File: config.mk
export PLATFORM = sky130hd
export DESIGN_NAME = edd_cfg
export DESIGN_NICKNAME = d
export VERILOG_FILES = /design/src/edd_pkg.sv /design/src/edd_cfg.sv
export SDC_FILE = /design/constraint.sdc
export NUM_CORES = 1
export LEC_CHECK = 0
export ABC_AREA = 1
export ABC_CLOCK_PERIOD_IN_PS = 800
export BUFFER_PORTS_ARGS = -buffer_cell sky130_fd_sc_hd__buf_2
export CORE_AREA = 2 2 54 82
export CTS_CLUSTER_DIAMETER = 200
export DETAILED_ROUTE_END_ITERATION = 10
export DIE_AREA = 0 0 56 84
export HOLD_SLACK_MARGIN = 0.05
export PLACE_DENSITY = 0.78
export REMOVE_ABC_BUFFERS = 1
export SLEW_MARGIN = 20
export SYNTH_ARGS = -nofsm -noshare
export SYNTH_HDL_FRONTEND = slang
export SYNTH_SLANG_ARGS = --single-unit
File: constraint.sdc
create_clock -name clk -period 0.8 [get_ports clk]
set_input_delay 0.12 -clock clk [delete_from_list [all_inputs] [get_ports clk]]
set_output_delay 0.12 -clock clk [all_outputs]
set_load 0.01 [all_outputs]
File: src/edd_pkg.sv
`timescale 1ns / 1ps

package edd_pkg;

	// Fixed-point layout of the average.
	localparam int ADC_BITS    = 12;
	localparam int FRAC_BITS   = 16;
	localparam int AVG_W       = ADC_BITS + FRAC_BITS;
	localparam int ALPHA_BITS  = 16;
	localparam int MARGIN_BITS = 12;
	localparam int CNT_W       = 16;
	localparam int TOTAL_W     = 48;

	// The margin compares add a sample code and a margin code, then append the fraction.
	localparam int SUM_INT_W = ((ADC_BITS > MARGIN_BITS) ? ADC_BITS : MARGIN_BITS) + 1;
	localparam int SUM_W     = SUM_INT_W + FRAC_BITS;

	// Configuration port.
	localparam int CFG_IDX_W  = 2;
	localparam int CFG_DATA_W = 16;

	localparam logic [CFG_IDX_W-1:0] CFG_ALPHA          = CFG_IDX_W'(0);
	localparam logic [CFG_IDX_W-1:0] CFG_DIP_MARGIN     = CFG_IDX_W'(1);
	localparam logic [CFG_IDX_W-1:0] CFG_RECOVER_MARGIN = CFG_IDX_W'(2);

	localparam logic [ALPHA_BITS-1:0]  ALPHA_RESET          = ALPHA_BITS'(66);
	localparam logic [MARGIN_BITS-1:0] DIP_MARGIN_RESET     = MARGIN_BITS'(228);
	localparam logic [MARGIN_BITS-1:0] RECOVER_MARGIN_RESET = MARGIN_BITS'(159);

	// Operation codes of an input item.
	localparam logic OP_SAMPLE = 1'b0;
	localparam logic OP_TICK   = 1'b1;

	typedef struct packed {
		logic                op;
		logic [ADC_BITS-1:0] sample;
	} item_t;

	typedef struct packed {
		logic [AVG_W-1:0]   average_q;
		logic               in_dip;
		logic [CNT_W-1:0]   window_dips;
		logic [CNT_W-1:0]   last_window_dips;
		logic [CNT_W-1:0]   window_samples;
		logic [TOTAL_W-1:0] total_samples;
	} result_t;

	typedef struct packed {
		logic [ALPHA_BITS-1:0]  alpha;
		logic [MARGIN_BITS-1:0] dip_margin;
		logic [MARGIN_BITS-1:0] recover_margin;
	} cfg_t;

endpackage

File: src/edd_cfg.sv
`timescale 1ns / 1ps

module edd_cfg (
	input  logic                           clk,
	input  logic                           arst_n,
	input  logic                           cfg_valid,
	output logic                           cfg_ready,
	input  logic [edd_pkg::CFG_IDX_W-1:0]  cfg_index,
	input  logic [edd_pkg::CFG_DATA_W-1:0] cfg_data,
	output edd_pkg::cfg_t                  cfg
);
	import edd_pkg::*;

	cfg_t cfg_q;

	// Writes are always taken; an index past the last register is dropped.
	assign cfg_ready = 1'b1;
	assign cfg       = cfg_q;

	always_ff @(posedge clk or negedge arst_n) begin
		if (!arst_n) begin
			cfg_q.alpha          <= ALPHA_RESET;
			cfg_q.dip_margin     <= DIP_MARGIN_RESET;
			cfg_q.recover_margin <= RECOVER_MARGIN_RESET;
		end else if (cfg_valid && cfg_ready) begin
			unique case (cfg_index)
				CFG_ALPHA: begin
					cfg_q.alpha <= cfg_data[ALPHA_BITS-1:0];
				end
				CFG_DIP_MARGIN: begin
					cfg_q.dip_margin <= cfg_data[MARGIN_BITS-1:0];
				end
				CFG_RECOVER_MARGIN: begin
					cfg_q.recover_margin <= cfg_data[MARGIN_BITS-1:0];
				end
				default: begin
				end
			endcase
		end
	end

endmodule

**Word-level counts from Yosys, hierarchy flattened**

Cells that the tools add are included.

- Eq/ne operators: 2
- Reduce and logical (&&, ||, !) cells: 4

Operators with widths:

| kind | count |
|---|---|
| 2-bit AND reduction | 3 |
| 2-bit by 1-bit == test with 1-bit output, second input constant | 1 |
| 2-bit == test, second input constant | 1 |
| 2-bit logical NOT | 1 |

- Output and inout port bits: 41
- Register bits: 40
- Input bits: 21

**Logic depth before layout (Yosys ltp)**

Gate-level depths: netlist of run 1.

- Depth after elaboration: 2
- Depth in mapped cells: 6
- Gate-level depth less buffers: 4

**Worst setup path before layout of run 1**

Ideal clock, no wire load.

- Path kind: input port to flip-flop
- Start: input port cfg_index[0] (netlist bit)
- End: register cfg_q (netlist bit cfg[24])
- Library setup time: 0.117 ns
- Data required time: 0.683 ns
- Setup slack: -0.009 ns
- Cell stages on the path: 6
- Data arrival time: 0.692 ns
- Cell sequence: buf_4 -> nor2_8 -> nand2_4 -> buf_6 -> nand2_1 -> nand2_1

- Longest elaborated chain between the ends: 2

Ends and longest elaborated chain:

| item | RTL line | source |
|---|---|---|
| from (decl) | edd_cfg.sv:8 | `input logic [edd_pkg::CFG_IDX_W-1:0] cfg_index,` |
| 2-bit logical NOT | edd_cfg.sv:26 | `unique case (cfg_index)` |
| 2-bit AND reduction (no line) | - |  |
| to (decl) | edd_cfg.sv:14 | `cfg_t cfg_q;` |

No other way between the ends.
A chain may end at the register's enable or synchronous reset.

**Final worst setup path of run 1**

- Start: register cfg_q (netlist bit cfg[0])
- End: output port cfg[0] (netlist bit)

RTL lines:

| item | RTL line | source |
|---|---|---|
| to (decl) | edd_cfg.sv:10 | `output edd_pkg::cfg_t cfg` |

No word-level cell between the ends.

==> results of run 1 <==
-- cell usage after synthesis, drive strengths merged --
library cell | count | share of area (%)
buf | 16 | 6.2
dfrtp | 28 | 41
nand2 | 81 | 18
nand3 | 18 | 5.3
dfstp | 12 | 19
nand4 | 24 | 8.8
inv | 2 | 0.44
nor2 | 1 | 1.2
conb | 1 | 0.22
-- path summary, 6_finish.rpt --
kind / from / endpoint / slack (ns) / depth (start not counted)
worst max-delay path: cfg[0] / cfg[0] / -0.25 / 1
worst min-delay path: cfg_data[14] / cfg[38] / 0.07 / 3
worst max register to register: cfg[35] / cfg[35] / -0.03 / 4
worst min register to register: cfg[16] / cfg[16] / 0.47 / 2
max in group asynchronous: arst_n / cfg[1] / 0.21 / 3
min in group asynchronous: arst_n / cfg[11] / 0.33 / 3
-- where the power goes --
group / internal, mW / switching (mW) / leakage [nW] / total [mW]
registers: 2.42 / 0.192 / 0.475 / 2.61
clock network: 0.925 / 0.623 / 0.0552 / 1.55
logic: 0.729 / 0.689 / 0.811 / 1.42
-- worst register-to-register path: cells and delay by family, from the launching register on --
kind          cells  cell delay [ns]
buf+inv           2             0.25
flops             1             0.38
simple gates      2             0.09
-- logic make-up (layout without fill, tap and decap cells) --
logic type    count (synthesis)  count (layout)  share of synthesized area [%]
other cells                   1               1                          0.220
buf+inv                      18             102                           6.61
flops                        40              40                           59.6
simple gates                124             124                           33.6
-- layer usage --
layer	global-route usage [%]	vias to the layer above	part of all wire (%)
met4	7.58	0	1.5
met3	4.65	4	4.8
met2	29.4	48	53
met1	21.7	727	41
met5	0	-	0
li1	-	765	-
-- area by class of cell --
class                      count  area (um^2)  share of cell area (%)
sequential                    40         1020                    42.1
timing repair buffer          92          649                    26.9
multi-input combinational    125          576                    23.8
clock buffer                   6         72.6                    3.01
tap                           46         57.6                    2.38
clock inverter                 2         35.0                    1.45
inverter                       2         7.51                   0.311
-- per-stage QoR --
| stage | setup slack (ns) | area, um^2 |
|---|---|---|
| 2_1_floorplan | 0.0192 | 1600 |
| 3_3_place_gp | -0.0289 | 2090 |
| 3_5_place_dp | -0.0492 | 2090 |
| 4_1_cts | -0.256 | 2360 |
| 5_1_grt | -0.286 | 2410 |
| 6_report | -0.246 | 2410 |
-- repair_timing --
item | in CTS | in global routing
setup buffers | 10 | 5
setup endpoints to repair | 40 | 41
cloned | 0 | 0
hold buffers | 1 | 0
resized for setup | 12 | 3
pin swaps | 0 | 0
endpoints found under the hold margin | 40 | 0
==> out/results.md, run 1 <==
- 0.93 ns — data arrival time of the critical path
- 2310 nW/um^2 — power density normalized to cell area
- 1700 um^2 — cell area after technology mapping
- 1544 — total number of vias
- 956 MHz — achievable frequency
- 4700 um^2 — full die area
- 4060 um^2 — placeable core region
- dfstp_2 — Max stage delay cell, worst path
- 0.804 — RePlAce Congestion
- 313 — final std cells w/o fill
- 5.57 mW — Total Power
- 13.1 um — wire length per cell after detailed routing
- 131% — ratio of final minimum period to clock period
- 62 — I/O pin total
- flip-flop to primary output — worst setup path category
- 0 — number of failing hold endpoints at the final stage
- primary output — Critical Path End Type
- 29 — cell row count
- input pin to flip-flop — min-delay worst type
- 5 — number of clock buffers inserted by TritonCTS
- 4.93 — Via density
- 0.28 ns — clock latency at the later pin of the worst-skew pair
- 41 — largest net degree at the start of global routing
- 6.64 mm — wire length of the first global-routing pass
- 12 — count of distinct cell types in the synthesized netlist
- 1 — worst path buffer plus inverter count
- 17.8% — Total Routing Usage GR
- 0 — count of yosys warnings during synthesis
- 2 — CTS H-Tree Depth
- -0.246 ns — min setup slack post-route
- 0.68 ns — Req. time, crit path
- 0 — Max Cap Viol
- 59.6% — proportion of synthesized chip area in sequential cells
- flip-flop — Setup crit start kind
- 40 — Clock Sink Count
- 2.96 mm — HPWL reported at the end of detailed placement
- negative setup slack — failing checks
- 9.31 um^2 — mean area per synthesized cell
- 1.05 ns — clock period minus final worst setup slack
- 287 — # nets final
- 0 — GR Overflow Total
- 42.7% — ratio of cells with drive above 1 in the final layout
- 1.34 nW — cell leakage power
- 0 — count of pins over their slew limit
- 0.07 ns — clock slew at the register clock pins of the worst setup and hold paths
- 0 — number of antenna violations at the first check in global routing
- 60 — number of buffers inserted by port buffering
- 0 — number of diodes
- buf_6 — critical path, cell by cell
- nand2_1 — commonest non-fill, non-tap cell in the layout
- 84 um — DIE HEIGHT
- 4 — count of TritonRoute iterations in the first routing pass
- 42 — Setup violations, final
- 0 — DRC
- 183 — Post-Synthesis Cells
- 367 — Fillers
- 41.9% — Starting Density
- 56 um — horizontal extent of the die
- 0 ns — final setup skew
- 0.00151 V — worst voltage drop across the vdd grid
- 41.6% — P&R area growth vs syn
- 0 — Antenna Violating Nets Remaining
- yes — setup repair after global routing missed its margin
- 59.4% — Finished Core Util
- 0.54 ns — worst stage delay on the critical path
- yes — clock tree from TritonCTS
- 2 — maximum clock path buffer count
- 2 — largest fanout of any net on the critical path
- 0.0681 ns — final-layout worst hold slack
- 289 — placed cells
- -6.23 ns — setup tns final
- complete, but fails checks — run status
- clkbuf_8 — Clock Tree Root
- 68 — initial DRC count
- 40 — post-synthesis sequential element count
- 1491 — number of global-route vias before repair
- flip-flops — kind of cell with the highest combined delay on the critical path
- 40 — flip-flop count of the largest register, all copies and words added
- 4.12 mm — drt total wl
- nand2_1 (80), buf_2 (45), buf_4 (30) — top library cells by usage in the layout, fill and taps aside
No activity file was read; power rests on OpenSTA's default activity.
==> run 2, diff against run 1 <==
CORE_AREA = 2 2 66 68   (was 2 2 54 82)
DIE_AREA = 0 0 68 70   (was 0 0 56 84)
==> run 2 against run 1 <==
The run still ends with negative setup slack left. Sequential power about the same. Fmax shrank 1.2%. Register-to-register slack worse by 0.08 ns. Critical endpoint is now cfg[19]. Highest routed layer unchanged.
==> out/results.md, run 2 (synthesized netlist as in run 1, its figures left out) <==
- 944 MHz — achievable frequency, was 956 MHz
- 294 — # nets final, was 287
- 0.796 — RePlAce Congestion, was 0.804
- 1429 — number of global-route vias before repair, was 1491
- 24 — cell row count, was 29
- 1542 — total number of vias, was 1544
- primary output — Critical Path End Type, unchanged
- 4140 um^2 — placeable core region, was 4060 um^2
- 0 — number of failing hold endpoints at the final stage, unchanged
- 41.1% — Starting Density, was 41.9%
- 0 ns — final setup skew, unchanged
- 0.000890 V — worst voltage drop across the vdd grid, was 0.00151 V
- flip-flop to primary output — worst setup path category, unchanged
- yes — setup repair after global routing missed its margin, unchanged
- 1.37 nW — cell leakage power, was 1.34 nW
- 44.7% — P&R area growth vs syn, was 41.6%
- 1 — worst path buffer plus inverter count, unchanged
- yes — clock tree from TritonCTS, unchanged
- 4 — count of TritonRoute iterations in the first routing pass, unchanged
- 0 — GR Overflow Total, unchanged
- 0.29 ns — clock latency at the later pin of the worst-skew pair, was 0.28 ns
- 5 — number of clock buffers inserted by TritonCTS, unchanged
- 0.68 ns — Req. time, crit path, about the same
- cfg[19] — CP Capture Point, was cfg[0]
- 48 — Setup violations, final, was 42
- 4.37 mm — drt total wl, was 4.12 mm
- 40 — flip-flop count of the largest register, all copies and words added, unchanged
- 0 — DRC, unchanged
- nand2_1 — commonest non-fill, non-tap cell in the layout, unchanged
- cfg[1] — launching point of the worst reg2reg path, was cfg[35]
- 326 — final std cells w/o fill, was 313
- 4760 um^2 — full die area, was 4700 um^2
- 2 — CTS H-Tree Depth, unchanged
- 60 — number of buffers inserted by port buffering, unchanged
- 0.55 ns — worst stage delay on the critical path, was 0.54 ns
- 355 — Fillers, was 367
- 2.11 mm — detailed-routed wire length on met2, was 2.18 mm
- 0.94 ns — data arrival time of the critical path, was 0.93 ns
- 296 — placed cells, was 289
- 1 — number of stages on the worst setup path, unchanged
- 40 — Clock Sink Count, unchanged
- 2 — largest fanout of any net on the critical path, unchanged
- 2 — maximum clock path buffer count, unchanged
- 4 — Worst Reg2Reg Path Length in Cells, unchanged
- flip-flops — kind of cell with the highest combined delay on the critical path, unchanged
- 0 — Max Cap Viol, unchanged
- 62 — I/O pin total, unchanged
- complete, but fails checks — run status, unchanged
- clkbuf_8 — Clock Tree Root, unchanged
- 2220 nW/um^2 — power density normalized to cell area, was 2310 nW/um^2
- -0.259 ns — min setup slack post-route, was -0.246 ns
- 44.5% — ratio of cells with drive above 1 in the final layout, was 42.7%
- 0 — count of pins over their slew limit, unchanged
- input pin to flip-flop — min-delay worst type, unchanged
- 0 — number of diodes, unchanged
- 70 um — DIE HEIGHT, was 84 um
- 97 — initial DRC count, was 68
- buf_6 — critical path, cell by cell, unchanged
- nand2_1 (77), buf_2 (45), buf_4 (36) — top library cells by usage in the layout, fill and taps aside, was nand2_1 (80), buf_2 (45), buf_4 (30)
- 0 — number of antenna violations at the first check in global routing, unchanged
- cfg[1] — FF-to-FF End, was cfg[35]
- 41 — largest net degree at the start of global routing, unchanged
- -0.11 ns — register-to-register path setup slack, was -0.03 ns
- 68 um — horizontal extent of the die, was 56 um
- negative setup slack — failing checks, unchanged
- 0 — Antenna Violating Nets Remaining, unchanged
- 4.73 — Via density, was 4.93
- 1.06 ns — clock period minus final worst setup slack, was 1.05 ns
- met4 — uppermost metal layer occupied by signal nets, unchanged
- 2.98 mm — HPWL reported at the end of detailed placement, was 2.96 mm
- 20.1% — Total Routing Usage GR, was 17.8%
- dfstp_2 — Max stage delay cell, worst path, unchanged
- cfg[19] — critical path launch point, was cfg[0]
- 13.4 um — wire length per cell after detailed routing, was 13.1 um
- 1.93 mm — met1 routed wirelength after detailed routing, was 1.68 mm
- 250 um — WL met3, was 198 um
- 59.5% — Finished Core Util, was 59.4%
- 0.07 ns — clock slew at the register clock pins of the worst setup and hold paths, about the same
- 7.20 mm — wire length of the first global-routing pass, was 6.64 mm
- flip-flop — Setup crit start kind, unchanged
- 132% — ratio of final minimum period to clock period, was 131%
- 0.0603 ns — final-layout worst hold slack, was 0.0681 ns
run 2: cell count changes in the layout (fill, tap and decap cells not counted):
cell,before,now
nand2_2,0,3
clkbuf_1,1,2
clkbuf_8,5,6
bufinv_16,1,0
clkinv_2,1,0
buf_4,30,36
nand2_1,80,77
dlygate4sd3_1,1,2
run 2: power by group:
part           internal (mW)  leakage (nW)  switching, mW
Sequential              2.42         0.475          0.199
Combinational          0.787         0.846          0.705
Clock                  0.703        0.0455          0.659
Total                   3.91          1.37           1.56
run 2: metal layers:
| metal | global-route usage (%) | vias to the layer above |
|---|---|---|
| met4 | 6.89 | 0 |
| met2 | 29.8 | 54 |
| met5 | 0 | - |
| li1 | - | 780 |
| met1 | 28.7 | 700 |
| met3 | 4.67 | 8 |
run 2: worst min path at each step:
stage / startpoint / cells after the start / slack, ns / end
floorplan: arst_n / 0 / -0.18 / cfg[10]
global placement: arst_n / 2 / 0.10 / cfg[13]
detailed placement: arst_n / 2 / 0.10 / cfg[13]
CTS: cfg_data[14] / 3 / 0.05 / cfg[38]
global route: cfg_data[12] / 3 / 0.08 / cfg[36]
finish: cfg_data[12] / 3 / 0.06 / cfg[36]
run 2: timing repair:
item / 4_1_cts / 5_1_grt
hold buffers: 2 / 0
pin swaps: 0 / 0
buffers inserted: 10 / 10
resized for setup: 12 / 6
hold endpoints to repair: 41 / 0
cloned: 0 / 0
setup endpoints to repair: 40 / 44
run 2: cell type report:
class / count / area, um^2 / area share (%)
Sequential cell: 40 / 1020 / 41.2
Timing Repair Buffer: 99 / 704 / 28.6
Multi-Input combinational cell: 125 / 583 / 23.6
Clock buffer: 8 / 90.1 / 3.65
Tap cell: 52 / 65.1 / 2.64
Inverter: 2 / 7.51 / 0.304
run 2: through the flow:
step	setup TNS [ns]	cell area, um^2	power [mW]	setup slack [ns]
finish	-6.98	2470	5.47	-0.259
global route	-8.31	2470	5.77	-0.285
floorplan	0	1600	3.08	0.0192
CTS	-7.01	2360	5.34	-0.275
detailed placement	-1.32	2100	3.73	-0.0587
global placement	-0.898	2100	3.69	-0.0659
==> run 3, diff against run 2 <==
ABC_CLOCK_PERIOD_IN_PS = 900   (was 800)
clock period = 0.9 ns   (was 0.8 ns; I/O delays follow)
==> run 3 against run 2 <==
Highest routed layer unchanged. Largest power group unchanged. Via count increased by 4.5%. Combinational power shrank 10%. Core utilization up 1.6 points. Critical path type unchanged. Clock-buffer cell count decreased by 3. The flow still finishes with violations (negative setup slack). Sequential power fell by 11%.
==> out/results.md, run 3 (synthesized netlist as in run 1, its figures left out) <==
- 0.00108 V — worst voltage drop across the vdd grid, was 0.000890 V
- nand2_1 (80), buf_2 (46), buf_4 (39) — top library cells by usage in the layout, fill and taps aside, was nand2_1 (77), buf_2 (45), buf_4 (36)
- cfg[25] — critical path launch point, was cfg[19]
- 1481 — number of global-route vias before repair, was 1429
- cfg[0] — launching point of the worst reg2reg path, was cfg[1]
- complete, but fails checks — run status, unchanged
- clkbuf_8 — Clock Tree Root, unchanged
- yes — setup repair after global routing missed its margin, unchanged
- 0 — number of antenna violations at the first check in global routing, unchanged
- 121% — ratio of final minimum period to clock period
- 40.8% — power share of the sequential group, was 47.8%
- 41 — Setup violations, final, was 48
- 2 — CTS H-Tree Depth, unchanged
- 40 — Clock Sink Count, unchanged
- 0.30 ns — clock latency at the later pin of the worst-skew pair, was 0.29 ns
- 2 — largest fanout of any net on the critical path, unchanged
- 61.1% — Finished Core Util, was 59.5%
- 0.76 ns — Req. time, crit path, was 0.68 ns
- yes — clock tree from TritonCTS, unchanged
- cfg[0] — FF-to-FF End, was cfg[1]
- 62 — I/O pin total, unchanged
- -0.02 ns — register-to-register path setup slack, was -0.11 ns
- 296 — # nets final, was 294
- 0 — Antenna Violating Nets Remaining, unchanged
- 0 — count of pins over their slew limit, unchanged
- 3 — count of cells along the worst hold path, unchanged
- 2250 nW/um^2 — power density normalized to cell area, was 2220 nW/um^2
- 20.0% — Total Routing Usage GR, was 20.1%
- 7.19 mm — wire length of the first global-routing pass, was 7.20 mm
- 0 — GR Overflow Total, unchanged
- 13.6 um — wire length per cell after detailed routing, was 13.4 um
- 35.6% — Clk network pwr share, was 24.9%
- 0.0679 ns — final-layout worst hold slack, was 0.0603 ns
- 70 um — DIE HEIGHT, unchanged
- 41.1% — Starting Density, unchanged
- 1.09 ns — clock period minus final worst setup slack
- 4.47 mm — drt total wl, was 4.37 mm
- 44.9% — ratio of cells with drive above 1 in the final layout, was 44.5%
- 0 ns — final setup skew, unchanged
- flip-flop to primary output — worst setup path category, unchanged
- dfstp_2 — Max stage delay cell, worst path, unchanged
- 23.6% — share of total power in combinational logic, was 27.3%
- 40 — flip-flop count of the largest register, all copies and words added, unchanged
- 4 — Worst Reg2Reg Path Length in Cells, unchanged
- 4760 um^2 — full die area, unchanged
- 4.91 — Via density, was 4.73
- 24 — cell row count, unchanged
- 25.5% — switching share of power, was 28.6%
- 918 MHz — achievable frequency
- 0 — number of failing hold endpoints at the final stage, unchanged
- 0.08 ns — clock slew at the register clock pins of the worst setup and hold paths, was 0.07 ns
- 4 — count of TritonRoute iterations in the first routing pass, unchanged
- cfg[39] — Hold Path End, was cfg[36]
- 1612 — total number of vias, was 1542
- -0.190 ns — min setup slack post-route, was -0.259 ns
- nand2_1 — commonest non-fill, non-tap cell in the layout, unchanged
- 0.56 ns — worst stage delay on the critical path, was 0.55 ns
- 0 — Max Cap Viol, unchanged
- cfg_data[15] — worst hold path startpoint, was cfg_data[12]
- primary output — Critical Path End Type, unchanged
- 4140 um^2 — placeable core region, unchanged
- flip-flops — kind of cell with the highest combined delay on the critical path, unchanged
- input pin to flip-flop — min-delay worst type, unchanged
- 0 — DRC, unchanged
- 1.45 mW — net switching power figure, was 1.56 mW
- 1 — worst path buffer plus inverter count, unchanged
- 83 — initial DRC count, was 97
- 2 — maximum clock path buffer count, unchanged
- buf_6 — critical path, cell by cell, unchanged
- 0.95 ns — data arrival time of the critical path, was 0.94 ns
- 41 — largest net degree at the start of global routing, unchanged
- 0 — number of diodes, unchanged
- 4.24 mW — internal power, was 3.91 mW
- 3.08 mm — HPWL reported at the end of detailed placement, was 2.98 mm
- 68 um — horizontal extent of the die, unchanged
- 60 — number of buffers inserted by port buffering, unchanged
- 5 — number of clock buffers inserted by TritonCTS, unchanged
- 48.7% — P&R area growth vs syn, was 44.7%
- 0.796 — RePlAce Congestion, about the same
- 1.41 nW — cell leakage power, was 1.37 nW
- flip-flop — Setup crit start kind, unchanged
- negative setup slack — failing checks, unchanged
## run 3: changes by cell type in the layout (fill, tap and decap cells not counted), sizes merged
| cell | delta |
|---|---|
| clkbuf | -3 |
| bufinv | +3 |
| dlygate4sd3 | -1 |
| buf | +3 |
## run 3: cell type report
cell class	instances	area, um^2
inverters	2	7.51
flip-flops and latches	40	1020
multi-input cells	125	576
repair buffers	101	711
fillers	354	1610
well taps	52	65.1
clock inverters	3	90.1
clock buffers	5	68.8
## run 3: what timing repair did
item | 4_1_cts | 5_1_grt
hold buffers | 1 | 0
resized for setup | 12 | 2
buffers inserted | 14 | 9
hold endpoints to repair | 40 | 0
cloned | 0 | 0
endpoints found under the setup margin | 40 | 40
## run 3: stage by stage
stage | setup TNS (ns) | setup WS, ns | area [um^2] | std cells | power (mW)
finish | -3.61 | -0.190 | 2530 | 328 | 5.69
CTS | -3.80 | -0.190 | 2450 | 319 | 5.60
floorplan | 0 | 0.104 | 1600 | 167 | 2.74
detailed placement | 0 | 0.0135 | 2100 | 296 | 3.32
global placement | 0 | 0.0191 | 2100 | 296 | 3.28
global route | -4.65 | -0.204 | 2530 | 328 | 5.95
## run 3: routing by layer
layer	wire, um	up-vias	share of wire (%)	track usage (%)
li1	-	788	-	-
met1	1860	770	42	26.6
met2	2330	47	52	31.9
met3	217	7	4.9	3.38
met4	72	0	1.6	8.00
met5	0	-	0	0
## run 3: worst max-delay path by stage
| stage | to | slack, ns | depth (start not counted) |
|---|---|---|---|
| after floorplan | cfg[10] | 0.10 | 4 |
| after global placement | cfg[23] | 0.02 | 6 |
| after detailed placement | cfg[8] | 0.01 | 5 |
| after CTS | cfg[0] | -0.19 | 1 |
| after global routing | cfg[0] | -0.20 | 1 |
| final | cfg[25] | -0.19 | 1 |
## run 3: worst reg2reg max path: cells and delay by family (launching register included)
| family | cells | cell delay (ns) |
|---|---|---|
| flip-flops | 1 | 0.56 |
| buffers and inverters | 2 | 0.19 |
| AND/OR/NAND/NOR | 2 | 0.11 |
## run 3: power by group through the flow
stage | Combinational [mW] | Sequential (mW) | Clock (mW)
2_1_floorplan | 0.270 | 2.47 | 0
3_3_place_gp | 0.953 | 2.33 | 0
3_5_place_dp | 0.985 | 2.33 | 0
4_1_cts | 1.24 | 2.32 | 2.05
5_1_grt | 1.48 | 2.35 | 2.12
6_report | 1.34 | 2.32 | 2.03
